## config.mk

```make
export PLATFORM = sky130hd
export DESIGN_NAME = one_wire_bus_master
export DESIGN_NICKNAME = d
export VERILOG_FILES = /design/src/owb_pkg.sv /design/src/owb_step.sv /design/src/one_wire_bus_master.sv
export SDC_FILE = /design/constraint.sdc
export NUM_CORES = 1
export LEC_CHECK = 0
export ABC_CLOCK_PERIOD_IN_PS = 6200
export BUFFER_PORTS_ARGS = -buffer_cell sky130_fd_sc_hd__buf_2
export CAP_MARGIN = 40
export CORE_MARGIN = 2
export CORE_UTILIZATION = 56
export CTS_CLUSTER_DIAMETER = 40
export DETAILED_ROUTE_END_ITERATION = 8
export GPL_ROUTABILITY_DRIVEN = 0
export HOLD_SLACK_MARGIN = 0.03
export PLACE_DENSITY_LB_ADDON = 0.1
export SLEW_MARGIN = 10
export SYNTH_ARGS = -nofsm -noshare
export SYNTH_HDL_FRONTEND = slang
export SYNTH_SLANG_ARGS = --single-unit
```

## constraint.sdc

```tcl
create_clock -name aclk -period 6.2 [get_ports aclk]
set_clock_uncertainty 0.2 [all_clocks]
set_input_delay 1.24 -clock aclk [delete_from_list [all_inputs] [get_ports aclk]]
set_output_delay 1.24 -clock aclk [all_outputs]
set_load 0.01 [all_outputs]
```

## src/owb_pkg.sv

```systemverilog
// Shared types, register indexes and constants of the 1-Wire bus master.
`default_nettype none

package owb_pkg;

    localparam int CFG_W            = 16;
    localparam int CFG_IDX_W        = 3;
    localparam int TIMER_BITS_DEF   = 16;
    localparam int S_TDATA_W        = 32;
    localparam int M_TDATA_W        = 16;

    localparam logic [7:0] SKIP_ROM = 8'hCC;

    // request commands
    localparam logic [1:0] CMD_TICK  = 2'd0;
    localparam logic [1:0] CMD_READ  = 2'd1;
    localparam logic [1:0] CMD_WRITE = 2'd2;
    localparam logic [1:0] CMD_ONLY  = 2'd3;

    // byte sequence position
    localparam logic [1:0] STEP_SKIP = 2'd0;
    localparam logic [1:0] STEP_FUNC = 2'd1;
    localparam logic [1:0] STEP_ADDR = 2'd2;
    localparam logic [1:0] STEP_DATA = 2'd3;

    // register indexes
    localparam logic [CFG_IDX_W-1:0] REG_RESET_LOW     = 3'd0;
    localparam logic [CFG_IDX_W-1:0] REG_PRESENCE_WAIT = 3'd1;
    localparam logic [CFG_IDX_W-1:0] REG_RESET_TAIL    = 3'd2;
    localparam logic [CFG_IDX_W-1:0] REG_SLOT          = 3'd3;
    localparam logic [CFG_IDX_W-1:0] REG_WRITE_ONE_LOW = 3'd4;
    localparam logic [CFG_IDX_W-1:0] REG_WRITE_ZERO_LOW= 3'd5;
    localparam logic [CFG_IDX_W-1:0] REG_READ_SAMPLE   = 3'd6;
    localparam logic [CFG_IDX_W-1:0] REG_RETRY_WAIT    = 3'd7;

    // register reset values
    localparam logic [CFG_W-1:0] DEF_RESET_LOW      = 16'd480;
    localparam logic [CFG_W-1:0] DEF_PRESENCE_WAIT  = 16'd70;
    localparam logic [CFG_W-1:0] DEF_RESET_TAIL     = 16'd410;
    localparam logic [CFG_W-1:0] DEF_SLOT           = 16'd65;
    localparam logic [CFG_W-1:0] DEF_WRITE_ONE_LOW  = 16'd6;
    localparam logic [CFG_W-1:0] DEF_WRITE_ZERO_LOW = 16'd60;
    localparam logic [CFG_W-1:0] DEF_READ_SAMPLE    = 16'd9;
    localparam logic [CFG_W-1:0] DEF_RETRY_WAIT     = 16'd100;

    typedef enum logic [3:0] {
        PH_IDLE     = 4'd0,
        PH_RST_LOW  = 4'd1,
        PH_RST_WAIT = 4'd2,
        PH_RST_TAIL = 4'd3,
        PH_RETRY    = 4'd4,
        PH_WRITE    = 4'd5,
        PH_READ     = 4'd6
    } phase_t;

    typedef struct packed {
        logic [CFG_W-1:0] reset_low_ticks;
        logic [CFG_W-1:0] presence_wait_ticks;
        logic [CFG_W-1:0] reset_tail_ticks;
        logic [CFG_W-1:0] slot_ticks;
        logic [CFG_W-1:0] write_one_low_ticks;
        logic [CFG_W-1:0] write_zero_low_ticks;
        logic [CFG_W-1:0] read_sample_ticks;
        logic [CFG_W-1:0] retry_wait_ticks;
    } cfg_t;

    typedef struct packed {
        phase_t     phase;
        logic [2:0] bit_index;
        logic [1:0] byte_step;
        logic [7:0] shift_byte;
        logic [7:0] held_function;
        logic [7:0] held_address;
        logic [7:0] held_data;
        logic [1:0] transaction_kind;
        logic [7:0] read_hold;
    } ctl_t;

    typedef struct packed {
        logic [1:0] cmd;
        logic [7:0] function_code;
        logic [7:0] reg_address;
        logic [7:0] write_value;
        logic       line_sample;
    } req_t;

    typedef struct packed {
        logic       drive_low;
        logic       busy_res;
        logic       done_res;
        logic [7:0] read_value;
        logic       no_device;
    } res_t;

endpackage

`default_nettype wire

```

## src/owb_step.sv

```systemverilog
// Next-state and result logic for one bus tick of the 1-Wire master.
`default_nettype none

module owb_step
    import owb_pkg::*;
#(
    parameter int TIMER_BITS = TIMER_BITS_DEF
) (
    input  var cfg_t                  cfg,
    input  var ctl_t                  ctl_in,
    input  wire logic [TIMER_BITS-1:0] tick_in,
    input  var req_t                  req,
    output var ctl_t                  ctl_out,
    output logic      [TIMER_BITS-1:0] tick_out,
    output var res_t                  res
);

    // compare width: holds any register value plus one and the timer maximum
    localparam int CW = (TIMER_BITS > CFG_W) ? TIMER_BITS : CFG_W;
    localparam int W  = CW + 1;
    localparam logic [W-1:0] TMAX = W'((64'd1 << TIMER_BITS) - 64'd1);
    localparam logic [TIMER_BITS-1:0] TICK_SAT = {TIMER_BITS{1'b1}};

    function automatic logic [W-1:0] tgt(input logic [CFG_W-1:0] r);
        logic [W-1:0] e;
        e = W'(r);
        return (e > TMAX) ? TMAX : e;
    endfunction

    ctl_t                  c;
    logic [TIMER_BITS-1:0] t;
    logic [CFG_W-1:0]      low_sel;
    logic [W-1:0]          slot_t;
    logic [W-1:0]          last_t;
    logic [W-1:0]          samp_t;
    logic                  drive;
    logic                  busy;
    logic                  done;
    logic                  nodev;

    always_comb begin
        c       = ctl_in;
        t       = tick_in;
        drive   = 1'b0;
        busy    = 1'b0;
        done    = 1'b0;
        nodev   = 1'b0;
        low_sel = c.shift_byte[0] ? cfg.write_one_low_ticks : cfg.write_zero_low_ticks;
        slot_t  = tgt(cfg.slot_ticks);
        last_t  = (slot_t >= W'(1)) ? slot_t - W'(1) : '0;
        samp_t  = W'(cfg.read_sample_ticks) + W'(1);
        if (samp_t > last_t) begin
            samp_t = last_t;
        end

        // start request taken only while idle
        if (c.phase == PH_IDLE && req.cmd != CMD_TICK) begin
            c.held_function    = req.function_code;
            c.held_address     = req.reg_address;
            c.held_data        = req.write_value;
            c.transaction_kind = req.cmd;
            c.phase            = PH_RST_LOW;
            t                  = '0;
        end
        busy = (c.phase != PH_IDLE);
        low_sel = c.shift_byte[0] ? cfg.write_one_low_ticks : cfg.write_zero_low_ticks;

        case (c.phase)
            PH_RST_LOW: begin
                drive = 1'b1;
                t = (t == TICK_SAT) ? t : t + 1'b1;
                if (W'(t) >= tgt(cfg.reset_low_ticks)) begin
                    c.phase = PH_RST_WAIT;
                    t = '0;
                end
            end
            PH_RST_WAIT: begin
                t = (t == TICK_SAT) ? t : t + 1'b1;
                if (W'(t) >= tgt(cfg.presence_wait_ticks)) begin
                    t = '0;
                    if (req.line_sample) begin
                        nodev = 1'b1;
                        c.phase = (tgt(cfg.retry_wait_ticks) == '0) ? PH_RST_LOW : PH_RETRY;
                    end else if (tgt(cfg.reset_tail_ticks) == '0) begin
                        c.phase      = PH_WRITE;
                        c.bit_index  = '0;
                        c.byte_step  = STEP_SKIP;
                        c.shift_byte = SKIP_ROM;
                    end else begin
                        c.phase = PH_RST_TAIL;
                    end
                end
            end
            PH_RST_TAIL: begin
                t = (t == TICK_SAT) ? t : t + 1'b1;
                if (W'(t) >= tgt(cfg.reset_tail_ticks)) begin
                    c.phase      = PH_WRITE;
                    t            = '0;
                    c.bit_index  = '0;
                    c.byte_step  = STEP_SKIP;
                    c.shift_byte = SKIP_ROM;
                end
            end
            PH_RETRY: begin
                t = (t == TICK_SAT) ? t : t + 1'b1;
                if (W'(t) >= tgt(cfg.retry_wait_ticks)) begin
                    c.phase = PH_RST_LOW;
                    t = '0;
                end
            end
            PH_WRITE: begin
                drive = (W'(t) < tgt(low_sel));
                t = (t == TICK_SAT) ? t : t + 1'b1;
                if (W'(t) >= slot_t) begin
                    c.shift_byte = c.shift_byte >> 1;
                    c.bit_index  = c.bit_index + 3'd1;
                    t            = '0;
                    if (c.bit_index == '0) begin
                        done = 1'b1;
                        case (c.byte_step)
                            STEP_SKIP: begin
                                done         = 1'b0;
                                c.byte_step  = STEP_FUNC;
                                c.shift_byte = c.held_function;
                            end
                            STEP_FUNC: begin
                                done         = 1'b0;
                                c.byte_step  = STEP_ADDR;
                                c.shift_byte = c.held_address;
                            end
                            STEP_ADDR: begin
                                if (c.transaction_kind == CMD_READ) begin
                                    done         = 1'b0;
                                    c.phase      = PH_READ;
                                    c.shift_byte = '0;
                                end else if (c.transaction_kind == CMD_WRITE) begin
                                    done         = 1'b0;
                                    c.byte_step  = STEP_DATA;
                                    c.shift_byte = c.held_data;
                                end
                            end
                            default: ;
                        endcase
                        if (done) begin
                            c.phase = PH_IDLE;
                        end
                    end
                end
            end
            PH_READ: begin
                drive = (t == '0);
                if (W'(t) == samp_t) begin
                    c.shift_byte = {req.line_sample, c.shift_byte[7:1]};
                end
                t = (t == TICK_SAT) ? t : t + 1'b1;
                if (W'(t) >= slot_t) begin
                    t = '0;
                    c.bit_index = c.bit_index + 3'd1;
                    if (c.bit_index == '0) begin
                        c.read_hold = c.shift_byte;
                        c.phase     = PH_IDLE;
                        done        = 1'b1;
                    end
                end
            end
            default: begin
                c.phase = PH_IDLE;
            end
        endcase

        ctl_out        = c;
        tick_out       = t;
        res.drive_low  = drive;
        res.busy_res   = busy;
        res.done_res   = done;
        res.read_value = c.read_hold;
        res.no_device  = nodev;
    end

endmodule

`default_nettype wire

```

## src/one_wire_bus_master.sv

```systemverilog
// Top level of the 1-Wire bus master: stream ports, timing registers, state registers.
`default_nettype none

// Each input request is a bus tick (nominally a microsecond). A request with
// cmd 1 (read), 2 (write) or 3 (command only) starts a transaction when the master
// is idle: reset pulse, presence sample (retrying after retry_wait_ticks when no
// device answers), skip-ROM 0xCC, function code, address, then for read or write
// one data byte, all LSB first. Start requests while busy are ignored. Each
// accepted request yields exactly one result; drive_low must be applied to the line
// for that tick. Throughput is one request per clock unless the slave side stalls;
// the result of a request is presented in the cycle after it is accepted, from the
// output register; the slave side stalls only while m_tready has not taken it.

module one_wire_bus_master
    import owb_pkg::*;
#(
    parameter int TIMER_BITS = TIMER_BITS_DEF
) (
    input  wire logic                  aclk,
    input  wire logic                  aresetn,
    // input: [1:0] cmd, [9:2] function_code, [17:10] reg_address,
    //        [25:18] write_value, [26] line_sample, [31:27] zero
    input  wire logic [S_TDATA_W-1:0]  s_tdata,
    input  wire logic                  s_tvalid,
    output logic                       s_tready,
    // result: [0] drive_low, [1] busy_res, [2] done_res, [10:3] read_value,
    //         [11] no_device, [15:12] zero
    output logic      [M_TDATA_W-1:0]  m_tdata,
    output logic                       m_tvalid,
    input  wire logic                  m_tready,
    input  wire logic                  cfg_valid,
    output logic                       cfg_ready,
    input  wire logic [CFG_IDX_W-1:0]  cfg_index,
    input  wire logic [CFG_W-1:0]      cfg_data
);

    cfg_t                  cfg_reg;
    ctl_t                  ctl_reg;
    ctl_t                  ctl_next;
    logic [TIMER_BITS-1:0] tick_reg;
    logic [TIMER_BITS-1:0] tick_next;
    res_t                  res_next;
    res_t                  res_reg;
    logic                  m_tvalid_reg;
    req_t                  req;
    logic                  s_take;

    assign req.cmd           = s_tdata[1:0];
    assign req.function_code = s_tdata[9:2];
    assign req.reg_address   = s_tdata[17:10];
    assign req.write_value   = s_tdata[25:18];
    assign req.line_sample   = s_tdata[26];

    assign s_tready  = !m_tvalid_reg || m_tready;
    assign s_take    = s_tvalid && s_tready;
    assign cfg_ready = 1'b1;

    owb_step #(
        .TIMER_BITS (TIMER_BITS)
    ) u_step (
        .cfg      (cfg_reg),
        .ctl_in   (ctl_reg),
        .tick_in  (tick_reg),
        .req      (req),
        .ctl_out  (ctl_next),
        .tick_out (tick_next),
        .res      (res_next)
    );

    always_ff @(posedge aclk) begin
        if (!aresetn) begin
            cfg_reg.reset_low_ticks      <= DEF_RESET_LOW;
            cfg_reg.presence_wait_ticks  <= DEF_PRESENCE_WAIT;
            cfg_reg.reset_tail_ticks     <= DEF_RESET_TAIL;
            cfg_reg.slot_ticks           <= DEF_SLOT;
            cfg_reg.write_one_low_ticks  <= DEF_WRITE_ONE_LOW;
            cfg_reg.write_zero_low_ticks <= DEF_WRITE_ZERO_LOW;
            cfg_reg.read_sample_ticks    <= DEF_READ_SAMPLE;
            cfg_reg.retry_wait_ticks     <= DEF_RETRY_WAIT;
        end else if (cfg_valid) begin
            case (cfg_index)
                REG_RESET_LOW:      cfg_reg.reset_low_ticks      <= cfg_data;
                REG_PRESENCE_WAIT:  cfg_reg.presence_wait_ticks  <= cfg_data;
                REG_RESET_TAIL:     cfg_reg.reset_tail_ticks     <= cfg_data;
                REG_SLOT:           cfg_reg.slot_ticks           <= cfg_data;
                REG_WRITE_ONE_LOW:  cfg_reg.write_one_low_ticks  <= cfg_data;
                REG_WRITE_ZERO_LOW: cfg_reg.write_zero_low_ticks <= cfg_data;
                REG_READ_SAMPLE:    cfg_reg.read_sample_ticks    <= cfg_data;
                REG_RETRY_WAIT:     cfg_reg.retry_wait_ticks     <= cfg_data;
                default: ;
            endcase
        end
    end

    always_ff @(posedge aclk) begin
        if (!aresetn) begin
            ctl_reg      <= '0;
            tick_reg     <= '0;
            m_tvalid_reg <= 1'b0;
        end else begin
            if (s_take) begin
                ctl_reg      <= ctl_next;
                tick_reg     <= tick_next;
                m_tvalid_reg <= 1'b1;
            end else if (m_tready) begin
                m_tvalid_reg <= 1'b0;
            end
        end
    end

    // result payload, no reset needed
    always_ff @(posedge aclk) begin
        if (s_take) begin
            res_reg <= res_next;
        end
    end

    assign m_tvalid = m_tvalid_reg;
    assign m_tdata  = {4'b0000, res_reg.no_device, res_reg.read_value,
                       res_reg.done_res, res_reg.busy_res, res_reg.drive_low};

endmodule

`default_nettype wire

```

==> impl_metrics.sql <==
INSERT INTO impl_metrics (metric_group, metric, value, unit) VALUES
('timing', 'grt_setup_unrepaired', 'no', ''),
('cells_and_area', 'synthToLayoutAreaGrowth', '15.2', '%'),
('logic_synthesis', 'ys_seq_elements', '208', ''),
('worst_setup_path', 'critical_path_peak_fanout', '9', ''),
('die', 'io_pins', '75', ''),
('cells_and_area', 'layout.cells.most_common', 'sky130_fd_sc_hd__nand2_1', ''),
('logic_synthesis', 'synth_top_family_by_area', 'simple AND/OR/NAND/NOR gates', ''),
('route', 'routed_wire_length_per_instance', '18.6', 'um'),
('cells_and_area', 'final_standard_cell_count_with_taps_included_and_fillers_excluded', '2171', ''),
('global_routing', 'grt_usage', '31.0', '%'),
('route', 'route.vias.total', '12745', ''),
('cts', 'worstSkewPairLatency', '520', 'ps'),
('worst_setup_path', 'worst_path_cell_with_the_longest_stage_delay', 'sky130_fd_sc_hd__or4_1', ''),
('route', 'wl', '40500', 'um'),
('logic_synthesis', 'yosys.area_share.adder', '11.0', '%'),
('cells_and_area', 'commonest_cells_after_routing_fill_and_taps_aside', 'sky130_fd_sc_hd__nand2_1, sky130_fd_sc_hd__dfxtp_1, sky130_fd_sc_hd__a21boi_0', ''),
('worst_hold_path', 'worst_hold_path.endpoint', 'ctl_reg[33]', ''),
('place', 'placement.cell_area', '14600', 'sq um'),
('cts', 'clk_transition_reported_paths', '50', 'ps'),
('die', 'fp.coreArea', '24200', 'sq um'),
('timing', 'fin_crit', '5760', 'ps'),
('worst_hold_path', 'timing.hold.worst_path_depth', '2', ''),
('power_and_ir_drop', 'ir_drop', '0.266', 'mV'),
('timing', 'final_worst_setup_slack', '441', 'ps'),
('global_routing', 'antenna_violations_before_repair', '0', ''),
('timing', 'max-slew-margin-rel', '36.9', '%'),
('logic_synthesis', 'netlist_area_pre_place', '13800', 'sq um'),
('cts', 'cts-root-to-sink-buffers', '3', ''),
('worst_setup_path', 'timing_worst_setup_path_type', 'reg -> reg', ''),
('die', 'die_width', '161', 'um'),
('power_and_ir_drop', 'share_seq_of_total_power', '34.1', '%'),
('power_and_ir_drop', 'switching_share', '28.6', '%'),
('timing', 'final-setup-viol-count', '0', ''),
('logic_synthesis', 'synth_seq_area_share', '31.1', '%'),
('worst_setup_path', 'worstPathArrival', '6010', 'ps'),
('outcome', 'outcome', 'finished clean', ''),
('cts', 'cts.hold.buffers_added', '0', ''),
('flow_run', 'maxCapViolations', '0', ''),
('worst_setup_path', 'kind_of_capture_point_of_the_worst_setup_path', 'flip-flop', ''),
('worst_setup_path', 'crit-reg2reg-capture', 'ctl_reg[41]', ''),
('timing', 'final.period_utilization', '92.9', '%'),
('worst_setup_path', 'critPathRequiredTime', '6450', 'ps'),
('cells_and_area', 'largest_register_ffs', '128', ''),
('timing', 'report.final.slew_viol_count', '0', ''),
('route', 'route.detailed.vias_per_inst', '5.87', ''),
('logic_synthesis', 'postSynthCellCount', '1745', ''),
('route', 'firstDrtPassIters', '5', ''),
('timing', 'final_hold_viol_count', '0', ''),
('place', 'detailedPlace.worstSlack', '-24.4', 'ps'),
('power_and_ir_drop', 'p_comb_share', '18.8', '%'),
('logic_synthesis', 'post_synth.cell_area_avg', '7.90', 'sq um'),
('route', 'dr.first_iter.drc_count', '1186', ''),
('cts', 'htreeDepth', '2', ''),
('worst_setup_path', 'worstPathCellList', 'nor4_2 -> and4_1 -> a21oi_1 -> a31oi_1 -> ha_1 -> nand4_1 -> nor4_1 -> a21boi_1 -> nor4b_2 -> nor2_1 -> nor4b_1 -> nor2_1 -> or4_1 -> or3_1 -> o211ai_2', ''),
('cells_and_area', 'design.final.nets', '1997', ''),
('logic_synthesis', 'synthesis.yosys.warnings', '0', ''),
('power_and_ir_drop', 'p_sw', '1200', 'uW'),
('cells_and_area', 'diodes', '0', ''),
('global_routing', 'grt_max_degree', '79', ''),
('logic_synthesis', 'primary_flip_flop_cell_chosen_by_synthesis_mapping', 'sky130_fd_sc_hd__dfxtp_1', ''),
('cts', 'cts_tree', 'built', ''),
('logic_synthesis', 'post_synth_and_or_nand_nor_area_fraction', '23.0', '%'),
('route', 'remaining_drc_errors', '0', ''),
('logic_synthesis', 'mux_share_of_post_synthesis_cell_area', '3.89', '%'),
('logic_synthesis', 'synthArstFlopShare', '0', '%'),
('worst_setup_path', 'crit_path_frequent_cell', 'sky130_fd_sc_hd__nor2_1', ''),
('timing', 'fin_setup_tns', '0', 'ps'),
('global_routing', 'grt-ovfl-total', '0', ''),
('timing', 'fmax', '174', 'MHz'),
('worst_hold_path', 'hp-start', 'ctl_reg[33]', ''),
('cts', 'cts_inserted_buffers', '35', '');
## power by group through the flow
stage	clock network (uW)	registers, uW	logic, uW
2_1_floorplan	0	1460	513
3_3_place_gp	0	1460	752
3_5_place_dp	0	1460	769
4_1_cts	2010	1440	776
5_1_grt	2080	1440	866
6_report	1980	1440	790
## worst max-delay path, delay by kind of cell (launching register included)
family / cells / cell delay, ps
AND/OR/NAND/NOR: 10 / 3910
AO/OA/AOI/OAI: 4 / 840
adder cells (fa/ha/maj): 1 / 380
flip-flops: 1 / 360
## cell families (layout without fill, tap and decap cells)
kind of cell,count (synthesis),in the layout
AO/OA/AOI/OAI,423,423
adder cells (fa/ha/maj),121,121
multiplexers,46,46
XOR/XNOR,45,45
AND/OR/NAND/NOR,688,688
flip-flops,208,208
buffers and inverters,212,311
other,2,5
## final cells by class
type	count	area, sq um
flip-flops and latches	208	4280
clock inverters	18	245
multi-input cells	1328	8670
inverters	111	417
clock buffers	46	977
fillers	2167	8370
repair buffers	136	881
well taps	324	405
## metrics by stage
step	utilization, %	hold WS (ps)	total power, uW
2_1_floorplan	-	240	1970
5_1_grt	65.5	281	4380
3_5_place_dp	60.4	257	2230
3_3_place_gp	60.1	248	2210
4_1_cts	65.5	264	4220
6_report	65.5	262	4210
## how the worst max path moves through the flow
stage                              end   startpoint  cells past startpoint  slack [ps]
final                      ctl_reg[41]  cfg_reg[74]                     15         440
after global routing       ctl_reg[39]   s_tdata[0]                     23          70
after CTS                   ctl_reg[1]   s_tdata[0]                     24         480
after detailed placement    ctl_reg[1]   s_tdata[0]                     24         -20
after global placement      ctl_reg[1]   s_tdata[0]                     24          50
after floorplan           tick_reg[11]   s_tdata[0]                     25           3
## what timing repair did
| action | CTS | global route |
|---|---|---|
| gates resized for setup | 0 | 2 |
| endpoints found under the setup margin | 0 | 2 |
| setup buffers | 0 | 0 |
## synth_stat cells, drive strengths merged, types with 30 or more instances
cell type | count | area (sq um)
a21boi | 134 | 1010
a21o | 35 | 263
a21oi | 42 | 210
clkbuf | 72 | 277
dfxtp | 196 | 3920
ha | 121 | 1510
inv | 109 | 409
mux2i | 40 | 400
nand2 | 383 | 1440
nand3 | 39 | 195
nand4 | 34 | 213
nor2 | 86 | 325
o211ai | 30 | 230
o21ai | 68 | 355
xnor2 | 34 | 298
## per-layer routing
metal	vias to the layer above	global-route usage [%]	wire length [um]
met5	-	0	0
met4	0	10.9	1440
met3	92	6.12	3130
met2	426	46.4	17300
met1	5940	44.4	18600
li1	6287	-	-
Note: power is estimated with default switching activity, not from simulation.
